**src/rtl/core/ilfs_pkg.sv**
```systemverilog
`timescale 1ns / 1ps
package ilfs_pkg;
    localparam int MaxVertices   = 9;
    localparam int RatioFracBits = 16;
    localparam int VW            = $clog2(MaxVertices);
    localparam int CntW          = $clog2(MaxVertices + 1);
    localparam int Pairs         = MaxVertices * (MaxVertices - 1) / 2;
    localparam int PairW         = $clog2(Pairs + 1);
    localparam int RecipW        = 15;
    localparam int NumW          = 4 + RatioFracBits + 12;
    localparam int QW            = 20;
    localparam logic [6:0] CharBias = 7'd63;
    localparam logic [11:0] RecipScale = 12'd2520;

    typedef logic [MaxVertices-1:0] vset_t;

    typedef enum logic [3:0] {
        ST_IDLE,
        ST_BITS,
        ST_DEG,
        ST_SUB,
        ST_CHK,
        ST_COMP,
        ST_REACH,
        ST_CONN,
        ST_DIV,
        ST_OUT
    } state_t;

    // 2520/(d+1) for d = 0..15
    function automatic logic [11:0] recip_of(input logic [CntW-1:0] d);
        logic [11:0] r;
        unique case (d)
            0: r = 12'd2520;  1: r = 12'd1260;  2: r = 12'd840;  3: r = 12'd630;
            4: r = 12'd504;   5: r = 12'd420;   6: r = 12'd360;  7: r = 12'd315;
            8: r = 12'd280;   9: r = 12'd252;   10: r = 12'd229; 11: r = 12'd210;
            12: r = 12'd193;  13: r = 12'd180;  14: r = 12'd168; 15: r = 12'd157;
            default: r = 12'd0;
        endcase
        return r;
    endfunction

    function automatic logic [CntW-1:0] popcnt(input vset_t x);
        logic [CntW-1:0] c;
        c = '0;
        for (int i = 0; i < MaxVertices; i++)
            c = c + CntW'(x[i]);
        return c;
    endfunction
endpackage

```
**src/rtl/core/ilfs_divider.sv**
```systemverilog
`timescale 1ns / 1ps
module ilfs_divider
    import ilfs_pkg::*;
(
    input  logic              clk,
    input  logic              rst_n,
    input  logic              go,
    input  logic [NumW-1:0]   num,
    input  logic [RecipW-1:0] den,
    output logic              done,
    output logic [NumW-1:0]   quo
);
    localparam int StepW = $clog2(NumW + 1);
    logic [NumW-1:0]   q_reg, q_next;
    logic [RecipW:0]   r_reg, r_next;
    logic [StepW-1:0]  n_reg, n_next;
    logic              busy_reg, busy_next;
    logic [RecipW:0]   trial;

    always_comb
    begin
        q_next = q_reg;
        r_next = r_reg;
        n_next = n_reg;
        busy_next = busy_reg;
        trial = {r_reg[RecipW-1:0], q_reg[NumW-1]};
        if (go)
        begin
            q_next = num;
            r_next = '0;
            n_next = StepW'(NumW);
            busy_next = 1'b1;
        end
        else if (busy_reg)
        begin
            q_next = {q_reg[NumW-2:0], 1'b0};
            if (trial >= {1'b0, den})
            begin
                r_next = trial - {1'b0, den};
                q_next[0] = 1'b1;
            end
            else
                r_next = trial;
            n_next = n_reg - 1'b1;
            if (n_reg == StepW'(1))
                busy_next = 1'b0;
        end
    end

    always_ff @(posedge clk or negedge rst_n)
    begin
        if (!rst_n)
        begin
            busy_reg <= 1'b0;
            n_reg <= '0;
        end
        else
        begin
            busy_reg <= busy_next;
            n_reg <= n_next;
        end
    end

    always_ff @(posedge clk)
    begin
        q_reg <= q_next;
        r_reg <= r_next;
    end

    assign done = busy_reg && (n_reg == StepW'(1));
    assign quo  = q_next;
endmodule

```
**src/rtl/core/induced_linear_forest_search_unit.sv**
```systemverilog
`timescale 1ns / 1ps
// Channel | Ports                                   | Dir | Handshake
// cmd     | code_char, last                         | in  | start & !busy
// result  | vertex_count, forest_size,              | out | done strobe
//         | recip_sum_scaled, ratio_q16,            |     |
//         | is_connected, size_error                |     |
// A header char needs only the accept; an adjacency char the accept, then one bit
// per cycle. A last char adds the degree sum over n vertices, then the subset sweep:
// per subset a size test, a degree check over up to n vertices, and for survivors
// one seed step per component plus one per frontier step, the settling step included.
// Degree sum and check share one row/popcount unit. Then a connectivity pass, a
// restoring divide and the result state.
// Reset clears all control and the adjacency rows. Results cannot stall.
module induced_linear_forest_search_unit
    import ilfs_pkg::*;
(
    input  logic               clk,
    input  logic               rst_n,
    input  logic               start,
    input  logic [6:0]         code_char,
    input  logic               last,
    output logic               busy,
    output logic               done,
    output logic [5:0]         vertex_count,
    output logic [3:0]         forest_size,
    output logic [RecipW-1:0]  recip_sum_scaled,
    output logic [QW-1:0]      ratio_q16,
    output logic               is_connected,
    output logic               size_error
);
    state_t state_reg, state_next;
    vset_t  adj_reg [MaxVertices];
    vset_t  adj_next [MaxVertices];
    logic [5:0]  nv_reg, nv_next;
    logic [PairW-1:0] pc_reg, pc_next;
    logic [VW-1:0] row_reg, row_next, col_reg, col_next;
    logic        first_reg, first_next;
    logic        last_reg, last_next;
    logic [5:0]  bits_reg, bits_next;
    logic [2:0]  bi_reg, bi_next;
    logic [VW-1:0] v_reg, v_next;
    logic [RecipW-1:0] recip_reg, recip_next;
    vset_t  mask_reg, mask_next, full_reg, full_next;
    vset_t  rest_reg, rest_next, reach_reg, reach_next;
    logic [CntW:0]   e2_reg, e2_next;
    logic [CntW-1:0] comps_reg, comps_next, best_reg, best_next;
    logic        conn_reg, conn_next;
    logic [QW-1:0] ratio_reg;
    logic [NumW-1:0] num;
    logic        div_go, div_done;
    logic [NumW-1:0] quo;
    vset_t       row_sel, grow;
    logic [CntW-1:0] rowcnt, setcnt;
    logic [5:0]  val;
    logic        err;
    logic        last_v;
    logic [PairW:0] pair_prod;
    logic [PairW-1:0] pairs;
    logic        advance;

    assign val = 6'(code_char - CharBias);
    assign err = (nv_reg == 6'd0) || (nv_reg > 6'(MaxVertices));
    assign pair_prod = {1'b0, nv_reg} * {1'b0, nv_reg - 6'd1};
    assign pairs = pair_prod[PairW:1];
    assign last_v = ({2'b00, v_reg} + 6'd1) == nv_reg;
    assign row_sel = adj_reg[v_reg];
    assign rowcnt = popcnt(row_sel & ((state_reg == ST_DEG) ? full_reg : mask_reg));
    assign setcnt = popcnt(mask_reg);
    assign num = (NumW'(best_reg) * NumW'(RecipScale)) << RatioFracBits;

    // one frontier expansion: OR of rows of reached vertices (independent lanes)
    always_comb
    begin
        grow = reach_reg;
        for (int i = 0; i < MaxVertices; i++)
            if (reach_reg[i])
                grow = grow | (adj_reg[i] & mask_reg);
    end

    always_comb
    begin
        state_next = state_reg;
        adj_next = adj_reg;
        nv_next = nv_reg; pc_next = pc_reg; row_next = row_reg; col_next = col_reg;
        first_next = first_reg; last_next = last_reg; bits_next = bits_reg;
        bi_next = bi_reg; v_next = v_reg; recip_next = recip_reg;
        mask_next = mask_reg; full_next = full_reg; rest_next = rest_reg;
        reach_next = reach_reg; e2_next = e2_reg; comps_next = comps_reg;
        best_next = best_reg; conn_next = conn_reg; div_go = 1'b0;
        advance = 1'b0;
        unique case (state_reg)
            ST_IDLE:
            begin
                if (start)
                begin
                    last_next = last;
                    if (first_reg)
                    begin
                        nv_next = val;
                        first_next = 1'b0;
                        state_next = last ? ST_DEG : ST_IDLE;
                        full_next = vset_t'((16'd1 << val[3:0]) - 16'd1);
                        v_next = '0;
                        recip_next = '0;
                    end
                    else
                    begin
                        bits_next = val;
                        bi_next = 3'd6;
                        state_next = ST_BITS;
                    end
                end
            end
            ST_BITS:
            begin
                if (!err && pc_reg < pairs)
                begin
                    if (bits_reg[5])
                    begin
                        adj_next[row_reg][col_reg] = 1'b1;
                        adj_next[col_reg][row_reg] = 1'b1;
                    end
                    pc_next = pc_reg + 1'b1;
                    if (row_reg + 1'b1 == col_reg)
                    begin
                        row_next = '0;
                        col_next = col_reg + 1'b1;
                    end
                    else
                        row_next = row_reg + 1'b1;
                end
                bits_next = {bits_reg[4:0], 1'b0};
                bi_next = bi_reg - 1'b1;
                if (bi_reg == 3'd1)
                begin
                    state_next = last_reg ? ST_DEG : ST_IDLE;
                    v_next = '0;
                    recip_next = '0;
                end
            end
            ST_DEG:
            begin
                if (err)
                    state_next = ST_OUT;
                else
                begin
                    recip_next = recip_reg + RecipW'(recip_of(rowcnt));
                    if (last_v)
                    begin
                        mask_next = vset_t'(1);
                        best_next = '0;
                        state_next = ST_SUB;
                    end
                    else
                        v_next = v_reg + 1'b1;
                end
            end
            ST_SUB:
            begin
                if (setcnt <= best_reg)
                    advance = 1'b1;
                else
                begin
                    v_next = '0;
                    e2_next = '0;
                    state_next = ST_CHK;
                end
            end
            ST_CHK:
            begin
                if (mask_reg[v_reg] && rowcnt > CntW'(2))
                    advance = 1'b1;
                else
                begin
                    if (mask_reg[v_reg])
                        e2_next = e2_reg + {1'b0, rowcnt};
                    if (last_v)
                    begin
                        rest_next = mask_reg;
                        comps_next = '0;
                        state_next = ST_COMP;
                    end
                    else
                        v_next = v_reg + 1'b1;
                end
            end
            ST_COMP:
            begin
                if (rest_reg == '0)
                begin
                    // acyclic iff edges + components == vertices
                    if ((e2_reg >> 1) + {1'b0, comps_reg} == {1'b0, setcnt})
                        best_next = setcnt;
                    advance = 1'b1;
                end
                else
                begin
                    reach_next = rest_reg & ~(rest_reg - vset_t'(1));
                    comps_next = comps_reg + 1'b1;
                    state_next = ST_REACH;
                end
            end
            ST_REACH:
            begin
                reach_next = grow;
                if (grow == reach_reg)
                begin
                    rest_next = rest_reg & ~reach_reg;
                    state_next = ST_COMP;
                end
            end
            ST_CONN:
            begin
                reach_next = grow;
                if (grow == reach_reg)
                begin
                    conn_next = (reach_reg == full_reg);
                    div_go = 1'b1;
                    state_next = ST_DIV;
                end
            end
            ST_DIV:
            begin
                if (div_done)
                    state_next = ST_OUT;
            end
            ST_OUT:
            begin
                state_next = ST_IDLE;
                for (int i = 0; i < MaxVertices; i++)
                    adj_next[i] = '0;
                nv_next = '0; pc_next = '0; row_next = '0;
                col_next = VW'(1); first_next = 1'b1;
            end
            default: state_next = ST_IDLE;
        endcase

        // next subset, or the connectivity pass after the full set
        if (advance)
        begin
            if (mask_reg == full_reg)
            begin
                mask_next = full_reg;
                reach_next = vset_t'(1);
                state_next = ST_CONN;
            end
            else
            begin
                mask_next = mask_reg + vset_t'(1);
                state_next = ST_SUB;
            end
        end
    end

    always_ff @(posedge clk or negedge rst_n)
    begin
        if (!rst_n)
        begin
            state_reg <= ST_IDLE;
            for (int i = 0; i < MaxVertices; i++)
                adj_reg[i] <= '0;
            nv_reg <= '0; pc_reg <= '0; row_reg <= '0; col_reg <= VW'(1);
            first_reg <= 1'b1; last_reg <= 1'b0; bi_reg <= '0; v_reg <= '0;
            mask_reg <= '0; best_reg <= '0; comps_reg <= '0; e2_reg <= '0;
            bits_reg <= '0; recip_reg <= '0; full_reg <= '0;
            rest_reg <= '0; reach_reg <= '0; conn_reg <= 1'b0;
            ratio_reg <= '0;
        end
        else
        begin
            state_reg <= state_next;
            adj_reg <= adj_next;
            nv_reg <= nv_next; pc_reg <= pc_next; row_reg <= row_next;
            col_reg <= col_next; first_reg <= first_next; last_reg <= last_next;
            bi_reg <= bi_next; v_reg <= v_next; mask_reg <= mask_next;
            best_reg <= best_next; comps_reg <= comps_next; e2_reg <= e2_next;
            bits_reg <= bits_next; recip_reg <= recip_next; full_reg <= full_next;
            rest_reg <= rest_next; reach_reg <= reach_next; conn_reg <= conn_next;
            if (div_done)
                ratio_reg <= QW'(quo);
        end
    end

    ilfs_divider u_div (
        .clk(clk), .rst_n(rst_n), .go(div_go),
        .num(num), .den(recip_reg), .done(div_done), .quo(quo)
    );

    assign busy = (state_reg != ST_IDLE);
    assign done = (state_reg == ST_OUT);
    assign vertex_count = nv_reg;
    assign size_error = err;
    assign forest_size = err ? 4'd0 : 4'(best_reg);
    assign recip_sum_scaled = err ? '0 : recip_reg;
    assign ratio_q16 = err ? '0 : ratio_reg;
    assign is_connected = err ? 1'b0 : conn_reg;
endmodule

```
**config.mk**
```make
export PLATFORM = sky130hd
export DESIGN_NAME = induced_linear_forest_search_unit
export DESIGN_NICKNAME = d
export VERILOG_FILES = /design/src/rtl/core/ilfs_pkg.sv /design/src/rtl/core/ilfs_divider.sv /design/src/rtl/core/induced_linear_forest_search_unit.sv
export SDC_FILE = /design/constraint.sdc
export NUM_CORES = 1
export LEC_CHECK = 0
export ABC_AREA = 1
export BUFFER_PORTS_ARGS = -buffer_cell sky130_fd_sc_hd__buf_4
export CORE_MARGIN = 10
export CORE_UTILIZATION = 59
export CTS_CLUSTER_SIZE = 24
export DETAILED_ROUTE_END_ITERATION = 10
export GPL_TIMING_DRIVEN = 0
export PLACE_DENSITY = 0.86
export SYNTH_ARGS = -nofsm -noshare
export SYNTH_HDL_FRONTEND = slang
export SYNTH_HIERARCHICAL = 1
export SYNTH_SLANG_ARGS = --single-unit
```
**constraint.sdc**
```tcl
create_clock -name clk -period 16.25 [get_ports clk]
set_input_delay 2.4375 -clock clk [delete_from_list [all_inputs] [get_ports clk]]
set_output_delay 2.4375 -clock clk [all_outputs]
set_load 0.1 [all_outputs]
```
# --- Yosys cells after proc, flatten, opt, wreduce, memory -nomap -nowiden ---
# Memory sizes are Yosys's and may differ from the RTL's.
# Cells that the tools add are included.
word_totals:
  out_inout_bits: 49
  latchBits: 0
  rom_bits: 192
  register_bits: 259
  elab_cells: 323
  n_memories: 1
  ramBits: 0
  input_bits: 11
memory_table:
  columns: ["name", "depth", "width", "read_ports", "rd_clocked_by_memory_dff", "wr", "line", "source"]
  rows:
  - ["(name not given)", 16, 12, 1, 0, 0, "ilfs_pkg.sv:33", "unique case (d)"]
classes:
  n_lt_le_gt_ge: 15
  n_mul: 2
  n_div: 0
  n_eq_ne: 45
  shift: 1
  bitwise: 28
  addsub: 33
  mux: 121
  reduce_logical: 43
op_table:
  columns: ["operator", "count"]
  rows:
  - ["9-bit two-way mux", 25]
  - ["81-bit two-way mux", 2]
  - ["81-bit bitwise OR", 2]
  - ["81-bit one-hot mux with 2 select lines", 1]
  - ["4-bit two-way mux", 30]
  - ["9-bit bitwise AND", 12]
  - ["15-bit two-way mux", 6]
  - ["9-bit bitwise OR", 9]
  - ["9-bit demux with 4-bit select", 2]
  - ["32-bit two-way mux", 2]
  - ["15-bit one-hot mux with 3 select lines", 1]
  - ["6-bit two-way mux", 7]
  - ["4-bit by 1-bit adder with 4-bit output", 10]
  - ["9-bit binary-select mux with 4-bit select", 1]
  - ["4-bit one-hot mux with 9 select lines", 1]
  - ["6-bit one-hot mux with 2 select lines", 3]
  - ["9-bit one-hot mux with 2 select lines", 2]
  - ["2-bit inequality test (second input constant)", 17]
  - ["4-bit one-hot mux with 2 select lines", 4]
  - ["9-bit == test", 3]
  - ["3-bit inequality test (second input constant)", 9]
  - ["12-bit two-way mux", 2]
  - ["20-bit two-way mux", 1]
  - ["4-bit one-hot mux with 5 select lines", 1]
  - ["other kinds (67)", 135]

# --- Depth between registers and ports, before layout ---
# Gate-level depths: netlist of run 1.
logic_depth:
  word_depth: 23
  mapped_depth: 38

# --- Modules after synthesis ---
# Netlist of run 1, hierarchy kept.
by_module_without_submodules:
  columns: ["mod", "area_per_inst_um2", "instances", "cells_each"]
  rows:
  - ["induced_linear_forest_search_unit", 15107.0, 1, 2104]
  - ["ilfs_divider", 3333.2, 1, 479]

# --- Worst setup path after synthesis of run 1 ---
# Ideal clock, no wire load.
synth_timing:
  path_kind: "flip-flop to output port"
  start: "register nv_reg[0], in the netlist vertex_count[0]"
  end: "output ratio_q16[10]"
  t_arrival_ns: 4.341
  path_stages_with_launch: 9
  path_slack_ns: 9.472
  path_buffers: 1
  path_cell_list: "dfrtp_1 > clkinv_1 > ha_1 > nand2_1 > nor2_1 > nor2_1 > nand3_1 > clkbuf_1 > nor2_1"
synth_via:
  elab_chain_len: 3
  word_cells_on_any_way: 4
  classes_between: "1 x order compare; 1 x mux; 2 x reduce/logical"
synth_lines:
  columns: ["item", "line", "source"]
  rows:
  - ["start: declaration", "induced_linear_forest_search_unit.sv:34", "logic [5:0] nv_reg, nv_next;"]
  - ["start signal: assignment", "induced_linear_forest_search_unit.sv:273", "nv_reg <= nv_next; pc_reg <= pc_next; row_reg <= row_next;"]
  - ["6-bit by 4-bit > comparator with 1-bit output / 6-bit logical NOT (equally long branches)", "induced_linear_forest_search_unit.sv:62", "assign err = (nv_reg == 6'd0) || (nv_reg > 6'(MaxVertices));"]
  - ["1-bit logical OR *", "induced_linear_forest_search_unit.sv:62", null]
  - ["named net size_error", "induced_linear_forest_search_unit.sv:29", "output logic size_error"]
  - ["20-bit two-way mux *", "induced_linear_forest_search_unit.sv:295", "assign ratio_q16 = err ? '0 : ratio_reg;"]
  - ["end: declaration", "induced_linear_forest_search_unit.sv:27", "output logic [QW-1:0] ratio_q16,"]
# Mark *: on every way through the listed nets, which the timed path passes. The rest lies on a longest branch.

# --- Worst setup path in the final report of run 1 ---
layout_timing:
  start: "register v_reg[1]"
  end: "register recip_reg[8]"
layout_via:
  elab_chain_len: 19
layout_lines:
  columns: ["item", "line", "source"]
  rows:
  - ["start: declaration", "induced_linear_forest_search_unit.sv:41", "logic [VW-1:0] v_reg, v_next;"]
  - ["start signal: assignment", "induced_linear_forest_search_unit.sv:275", "bi_reg <= bi_next; v_reg <= v_next; mask_reg <= mask_next;"]
  - ["4-bit NOT with 5-bit output (implied by the code) *", "induced_linear_forest_search_unit.sv:66", "assign row_sel = adj_reg[v_reg];"]
  - ["9-bit binary-select mux with 4-bit select *", "induced_linear_forest_search_unit.sv:66", null]
  - ["9-bit two-way mux (implied by the code) * (2 in a row)", "induced_linear_forest_search_unit.sv:66", null]
  - ["9-bit bitwise AND *", "induced_linear_forest_search_unit.sv:67", "assign rowcnt = popcnt(row_sel & ((state_reg == ST_DEG) ? full_reg : mask_reg));"]
  - ["1-bit by 1-bit adder with 2-bit output", "ilfs_pkg.sv:47", "c = c + CntW'(x[i]);"]
  - ["2-bit by 1-bit adder with 3-bit output", "ilfs_pkg.sv:47", null]
  - ["3-bit by 1-bit adder with 4-bit output", "ilfs_pkg.sv:47", null]
  - ["4-bit by 1-bit adder with 4-bit output (4 in a row)", "ilfs_pkg.sv:47", null]
  - ["4-bit by 1-bit adder with 4-bit output *", "ilfs_pkg.sv:47", null]
  - ["memory read 16 x 12 bit *", null, null]
  - ["12-bit two-way mux *", "induced_linear_forest_search_unit.sv:143", "if (err)"]
  - ["12-bit two-way mux *", "induced_linear_forest_search_unit.sv:91", "unique case (state_reg)"]
  - ["15-bit by 12-bit adder with 15-bit output *", "induced_linear_forest_search_unit.sv:147", "recip_next = recip_reg + RecipW'(recip_of(rowcnt));"]
  - ["15-bit two-way mux *", "induced_linear_forest_search_unit.sv:143", null]
  - ["15-bit one-hot mux with 3 select lines *", "induced_linear_forest_search_unit.sv:91", null]
  - ["end signal: assignment", "induced_linear_forest_search_unit.sv:277", "bits_reg <= bits_next; recip_reg <= recip_next; full_reg <= full_next;"]
  - ["end: declaration", "induced_linear_forest_search_unit.sv:42", "logic [RecipW-1:0] recip_reg, recip_next;"]
# Mark *: on every way between the ends. The rest lies on a longest branch, timed or not. The select of a mux whose other input is x is not followed.
# A chain may end at the register's enable or synchronous reset.

==> results of run 1 <==
area by class of cell:
cell class	instances	area, sq um	area share
clock buffers	49	936	0.0458
clock inverters	3	40.0	0.00196
multi-input cells	1863	10400	0.506
flip-flops and latches	259	6250	0.306
repair buffers	59	470	0.0230
well taps	396	495	0.0242
inverters	384	1440	0.0706
plain buffers	95	463	0.0226
where the power goes:
| group | internal [mW] | leakage (nW) | switching [mW] |
|---|---|---|---|
| sequential | 0.842 | 3.16 | 0.187 |
| combinational | 0.914 | 6.45 | 2.06 |
| clock | 0.404 | 0.478 | 0.270 |
| total | 2.16 | 10.1 | 2.52 |
final timing paths:
path	end	slack, ns
max in group asynchronous	adj_reg[66]	13.34
worst min register to register	u_div/r_reg[13]	0.49
worst min-delay path	u_div/r_reg[13]	0.49
worst max register to register	recip_reg[8]	8.42
worst max-delay path	recip_reg[8]	8.42
min in group asynchronous	recip_reg[7]	1.88
placed cells by master, fill, tap and decap left out, types with 19 or more instances in the layout:
master and n:
dfrtp_1 210, o21a_1 21, o221ai_1 34, clkbuf_1 58
a21oi_1 124, nor2_1 296, xnor2_1 19, o22ai_1 36
o31ai_1 21, o211ai_1 19, xor2_1 49, dfxtp_1 47
conb_1 19, nand3_1 157, clkbuf_16 33, ha_1 108
buf_2 29, nand2_1 562, o21ai_1 24, nand4_1 30
inv_1 352, fa_1 28, o21ai_0 209, buf_4 65
kinds of logic after synthesis:
group                      Yosys count  synth area share
xor gates and xnor gates            68            0.0323
adders and majority gates          136             0.104
buffers and inverters              479             0.103
and+or+nand+nor                   1123             0.259
other                                1          0.000203
AOI/OAI and AO/OA                  515             0.161
DFF                                259             0.339
muxes                                2           0.00115
critical path, delay by kind of cell, from the launching register on:
| family | cells | cell delay [ns] |
|---|---|---|
| flops | 1 | 0.39 |
| simple gates | 2 | 0.49 |
| compound gates | 6 | 1.43 |
| fa+ha+maj | 8 | 3.74 |
| xor+xnor | 1 | 0.15 |
| buf+inv | 8 | 1.45 |
per-layer routing:
| metal | up-vias | GRT usage | wire [um] |
|---|---|---|---|
| li1 | 8594 | - | - |
| met1 | 8545 | 0.360 | 22600 |
| met2 | 873 | 0.493 | 27100 |
| met3 | 209 | 0.0440 | 4560 |
| met4 | 0 | 0.143 | 2920 |
| met5 | - | 0 | 0 |
Yosys cell counts (all sizes together) (2+ instances only):
cell	count	area [sq um]
xnor2	19	166
dfrtp	210	5260
o211ai	20	155
nand2	578	2220
fa	28	561
inv	366	1380
or2	5	31.3
nand3	166	876
nor2	312	1240
o21bai	3	22.5
nor4	8	62.6
o221ai	34	298
ha	108	1350
o21ai	234	1170
a31oi	9	56.3
nor3	13	87.6
and2	2	12.5
clkbuf	48	181
buf	47	282
dfxtp	47	941
nand4	30	188
o31ai	21	158
a22oi	5	37.5
a21oi	126	638
xor2	49	429
a21boi	3	22.5
o22ai	36	225
o21a	21	158
nand3b	6	45.0
clkinv	18	67.6
dfstp	2	52.6
per-stage QoR:
step / utilization / hold slack [ns] / cells / setup WS [ns]
after floorplan: - / 0.446 / 2601 / 9.47
after global placement: 0.632 / 0.464 / 3055 / 8.63
after detailed placement: 0.633 / 0.474 / 3056 / 8.57
after CTS: 0.665 / 0.482 / 3108 / 8.52
after global routing: 0.665 / 0.505 / 3108 / 8.16
final: 0.665 / 0.487 / 3108 / 8.42
==> reports/summary.txt, run 1 <==
Port Buf Inserts -> 58
HP Class -> reg -> reg
final wirelength -> 57,200 um
register area share after synthesis -> 0.339
first-pass GRT wire length -> 92,700 um
clock tree buffer depth -> 3
CTS tree -> yes
Post-DRT Antenna Nets -> 0
DP Area -> 19,500 sq um
status -> finished, final reports clean
n_diodes -> 0
CTS Buf Count -> 28
Ys Warns -> 6
Row Count -> 64
critical path class -> reg -> reg
CP endpoint kind -> flop
# setup viols final -> 0
Synth Area per Inst -> 7.14 sq um
r2r startpoint -> v_reg[1]
Setup TNS -> 0 ns
VDD IR max -> 0.188 mV
Max-slew headroom -> 0.431
pin count of the biggest net entering global routing -> 112
Worst Path Arrival -> 8.24 ns
# DRC -> 0
post-cts sizing count -> 0
DIE AREA -> 38,700 sq um
Post-synth EDFFs -> 0
CTS Hold Bufs -> 0
count of max-cap constraint violations -> 0
Chip Width -> 197 um
Hold Violations, Final -> 0
Critical Path Slowest Stage Cell -> fa_1
Critical path origin -> v_reg[1]
Synth async-reset ratio -> 0.819
Post-Layout Inst Area -> 20,400 sq um
hold wc startpoint -> u_div/r_reg[13]
total setup buffers inserted after CTS -> 0
vias in the first global route -> 17,835
# fillers -> 2,627
CP max FO -> 10
core box area -> 30,700 sq um
total grt overflow -> 0
CTS root buf -> clkbuf_16
power per standard cell area -> 229 nW/um^2
R2R cell count -> 25
Ports -> 60
min Tclk post-route -> 7.83 ns
Starting Density -> 0.600
RSZ-0062 raised after global routing -> false
Leakage -> 10.1 nW
Detailed Route Iter0 Violations -> 2,078
H-tree Lvls -> 1
area grow syn2layout -> 10.9%
Total GRT Usage -> 0.292
Wirelength per Cell -> 18.4 um
max reg flops -> 81
die height -> 197 um
Nets -> 2,837
register bit total from synthesis -> 259
CTS clk-pin slew, worst paths -> 0.06 ns
most frequent cell on the critical path -> fa_1
Vias/cell -> 5.86
Startpoint Class -> flop
1st-pass router iterations -> 8
via count -> 18,221
gpl congestion -> 1.03
Synth cell types -> 59
hold path depth -> 2
Worst Path Required -> 16.66 ns
Final Skew -> 0.0157 ns
initial antenna violation count -> 0
fmax -> 0.128 GHz
CTS sink count -> 259
layout cells sized above 1 -> 0.0782
Mapped Cells -> 2,583
Slew Viols, Final -> 0
Total Power -> 4.68 mW
Worst Tran Pin Value -> 0.854 ns
Post-Synthesis Cell Area -> 18,400 sq um
Critical Path Max Stage Delay -> 0.79 ns
period utilization -> 0.482
Worst-Skew Late Latency -> 0.57 ns
Main synth FF type -> dfrtp_1
detailed placement HPWL -> 42,900 um
Power figures use the tool's default switching activity.
==> run 2, diff against run 1 <==
ABC_AREA = 0   (was 1)
clock period = 7.83 ns   (was 16.25 ns; I/O delays follow)
==> run 2 against run 1 <==
Synthesized cell count decreased by 25%. Critical path depth increased by 1. Worst hold slack improved by 0.013 ns. Clock skew decreased by 0.0033 ns. Largest cell class unchanged. Global-route usage decreased by 1.5 points. Critical endpoint is now recip_reg[14].
==> reports/summary.txt, run 2 <==
Simple-Gate Fraction of Synth Area -> 0.166
Synth cell types -> 94
most frequent cell on the critical path -> fa_1
met2 usage -> 0.475
Worst Tran Pin Value -> 1.18 ns
Chip Width -> 191 um
min Tclk post-route -> 7.55 ns
Hold Violations, Final -> 0
area leader, netlist -> dfrtp_1
most frequent cells in the layout -> 210 x dfrtp_1, 208 x nor2_1, 181 x nand2_1, 138 x a21oi_1, 118 x o21ai_0
dpl ws -> -1.02 ns
initial antenna violation count -> 0
register bit total from synthesis -> 259
commonest cells in the synthesized netlist -> 210 x dfrtp_1, 208 x nor2_1, 181 x nand2_1, 139 x a21oi_1, 118 x o21ai_0
Total GRT Usage -> 0.278
pin count of the biggest net entering global routing -> 117
Synth Area per Inst -> 8.95 sq um
DP Area -> 18,400 sq um
status -> finished, final reports clean
fmax -> 0.133 GHz
Post-synth EDFFs -> 0
HP Class -> reg -> reg
Synth top area share -> 0.303
CTS clk-pin slew, worst paths -> 0.06 ns
gpl congestion -> 0.989
die height -> 191 um
Ports -> 60
Wirelength per Cell -> 21.1 um
CTS tree -> yes
Detailed Route Iter0 Violations -> 2,030
count of max-cap constraint violations -> 0
vias in the first global route -> 15,881
slack of the critical path -> 0.283 ns
area grow syn2layout -> 12.2%
Post-Synthesis Cell Area -> 17,300 sq um
# setup viols final -> 0
period utilization -> 0.964
DIE AREA -> 36,600 sq um
Final Skew -> 0.0124 ns
via count -> 15,860
max reg flops -> 81
Synth async-reset ratio -> 0.819
Starting Density -> 0.601
Critical Path Slowest Stage Cell -> fa_2
Adder-Cell Fraction of Synth Area -> 0.111
Main synth FF type -> dfrtp_1
Most Crowded Layer GR -> met2
CP max FO -> 10
first-pass GRT wire length -> 83,000 um
GR met3 Demand/Resource -> 0.0425
Worst Path Arrival -> 8.04 ns
register area share after synthesis -> 0.360
RSZ-0062 raised after global routing -> false
met1 Usage GRT -> 0.338
commonest non-fill, non-tap cell in the layout -> dfrtp_1
clock tree buffer depth -> 3
core box area -> 28,900 sq um
mux cell area share after synthesis -> 0.0755
Startpoint Class -> flop
critical path class -> reg -> reg
CTS root buf -> clkbuf_16
Row Count -> 62
Final Non-Filler Cells -> 2,452
final wirelength -> 51,700 um
Post-Layout Inst Area -> 19,400 sq um
largest family of logic cells by synthesized area -> compound AO/OA/AOI/OAI gates
Post-Synth XOR/XNOR Area -> 0.0488
most frequent cell after synthesis -> dfrtp_1
Worst-Skew Late Latency -> 0.56 ns
CTS Buf Count -> 29
complex-gate fraction of the synthesized area -> 0.190
cell total after placement -> 2,399
total grt overflow -> 0
Post-DRT Antenna Nets -> 0
layout cells sized above 1 -> 0.103
CP endpoint kind -> flop
Ys Warns -> 6
Area contributors post-synth -> dfrtp_1 30%, ha_1 7.8%, dfxtp_1 5.4%, nor2_1 4.5%, a21oi_1 4.0%
VDD IR max -> 0.329 mV
Mapped Cells -> 1,938
CTS Hold Bufs -> 0
Critical Path Max Stage Delay -> 0.66 ns
Leakage -> 8.79 nW
Nets -> 2,196
Vias/cell -> 6.47
Worst Path Required -> 8.32 ns
power per standard cell area -> 418 nW/um^2
# DRC -> 0
n_diodes -> 0
Port Buf Inserts -> 58
Max-slew headroom -> 0.216
detailed placement HPWL -> 36,500 um
CTS sink count -> 259
Slew Viols, Final -> 0
H-tree Lvls -> 1
1st-pass router iterations -> 9
## run 2: stage by stage
| step | hold WS (ns) | setup TNS (ns) | power [mW] | util |
|---|---|---|---|---|
| floorplan | 0.450 | 0 | 5.35 | - |
| global placement | 0.465 | -7.56 | 6.35 | 0.635 |
| detailed placement | 0.489 | -14.67 | 6.54 | 0.636 |
| CTS | 0.503 | 0 | 8.01 | 0.671 |
| global route | 0.517 | 0 | 8.64 | 0.674 |
| finish | 0.500 | 0 | 8.13 | 0.674 |
## run 2: layout make-up
cell class                 instances  area [sq um]
clock buffer                      41           841
inverter                         118           443
clock inverter                     9           125
sequential                       259          6250
buffer                            98           427
timing repair buffer              65           515
multi-input combinational       1478         10400
tap                              384           480
fill                            2262          9410
## run 2: path summary, 6_finish.rpt
path                               startpoint            end  slack [ns]  cells past startpoint
worst max-delay path                 v_reg[0]  recip_reg[14]        0.28                     26
worst min-delay path            ratio_reg[19]  ratio_reg[19]        0.50                      1
worst max register to register       v_reg[0]  recip_reg[14]        0.28                     26
worst min register to register  ratio_reg[19]  ratio_reg[19]        0.50                      1
max in group asynchronous               rst_n    adj_reg[45]        6.08                      2
min in group asynchronous               rst_n  recip_reg[11]        0.72                      1
## run 2: worst max-delay path: cells and delay by family (launching register included)
kind | cells | cell delay [ns]
adder cells (fa/ha/maj) | 8 | 3.55
flip-flops | 1 | 0.35
AND/OR/NAND/NOR | 5 | 0.56
AO/OA/AOI/OAI | 7 | 1.52
multiplexers | 2 | 0.79
buffers and inverters | 4 | 0.67
## run 2: report_power, final
group	switching (mW)	leakage, nW	internal, mW
combinational	3.03	5.08	1.66
clock	0.565	0.472	0.838
sequential	0.370	3.24	1.67
total	3.96	8.79	4.16
## run 2: cells by family after synthesis
logic type,after synthesis
muxes,103
xor gates and xnor gates,95
adders and majority gates,137
DFF,259
and+or+nand+nor,614
buffers and inverters,219
AOI/OAI and AO/OA,510
other,1
## run 2: per-layer routing
layer  up-vias  share of wire
li1       7096              -
met1      7579           0.37
met2       954           0.48
met3       231          0.092
met4         0          0.055
met5         -              0
## run 2: timing repair
action	in CTS	in global routing
setup endpoints to repair	51	8
pin swaps	0	2
gates resized for setup	14	19
buffers inserted	2	4
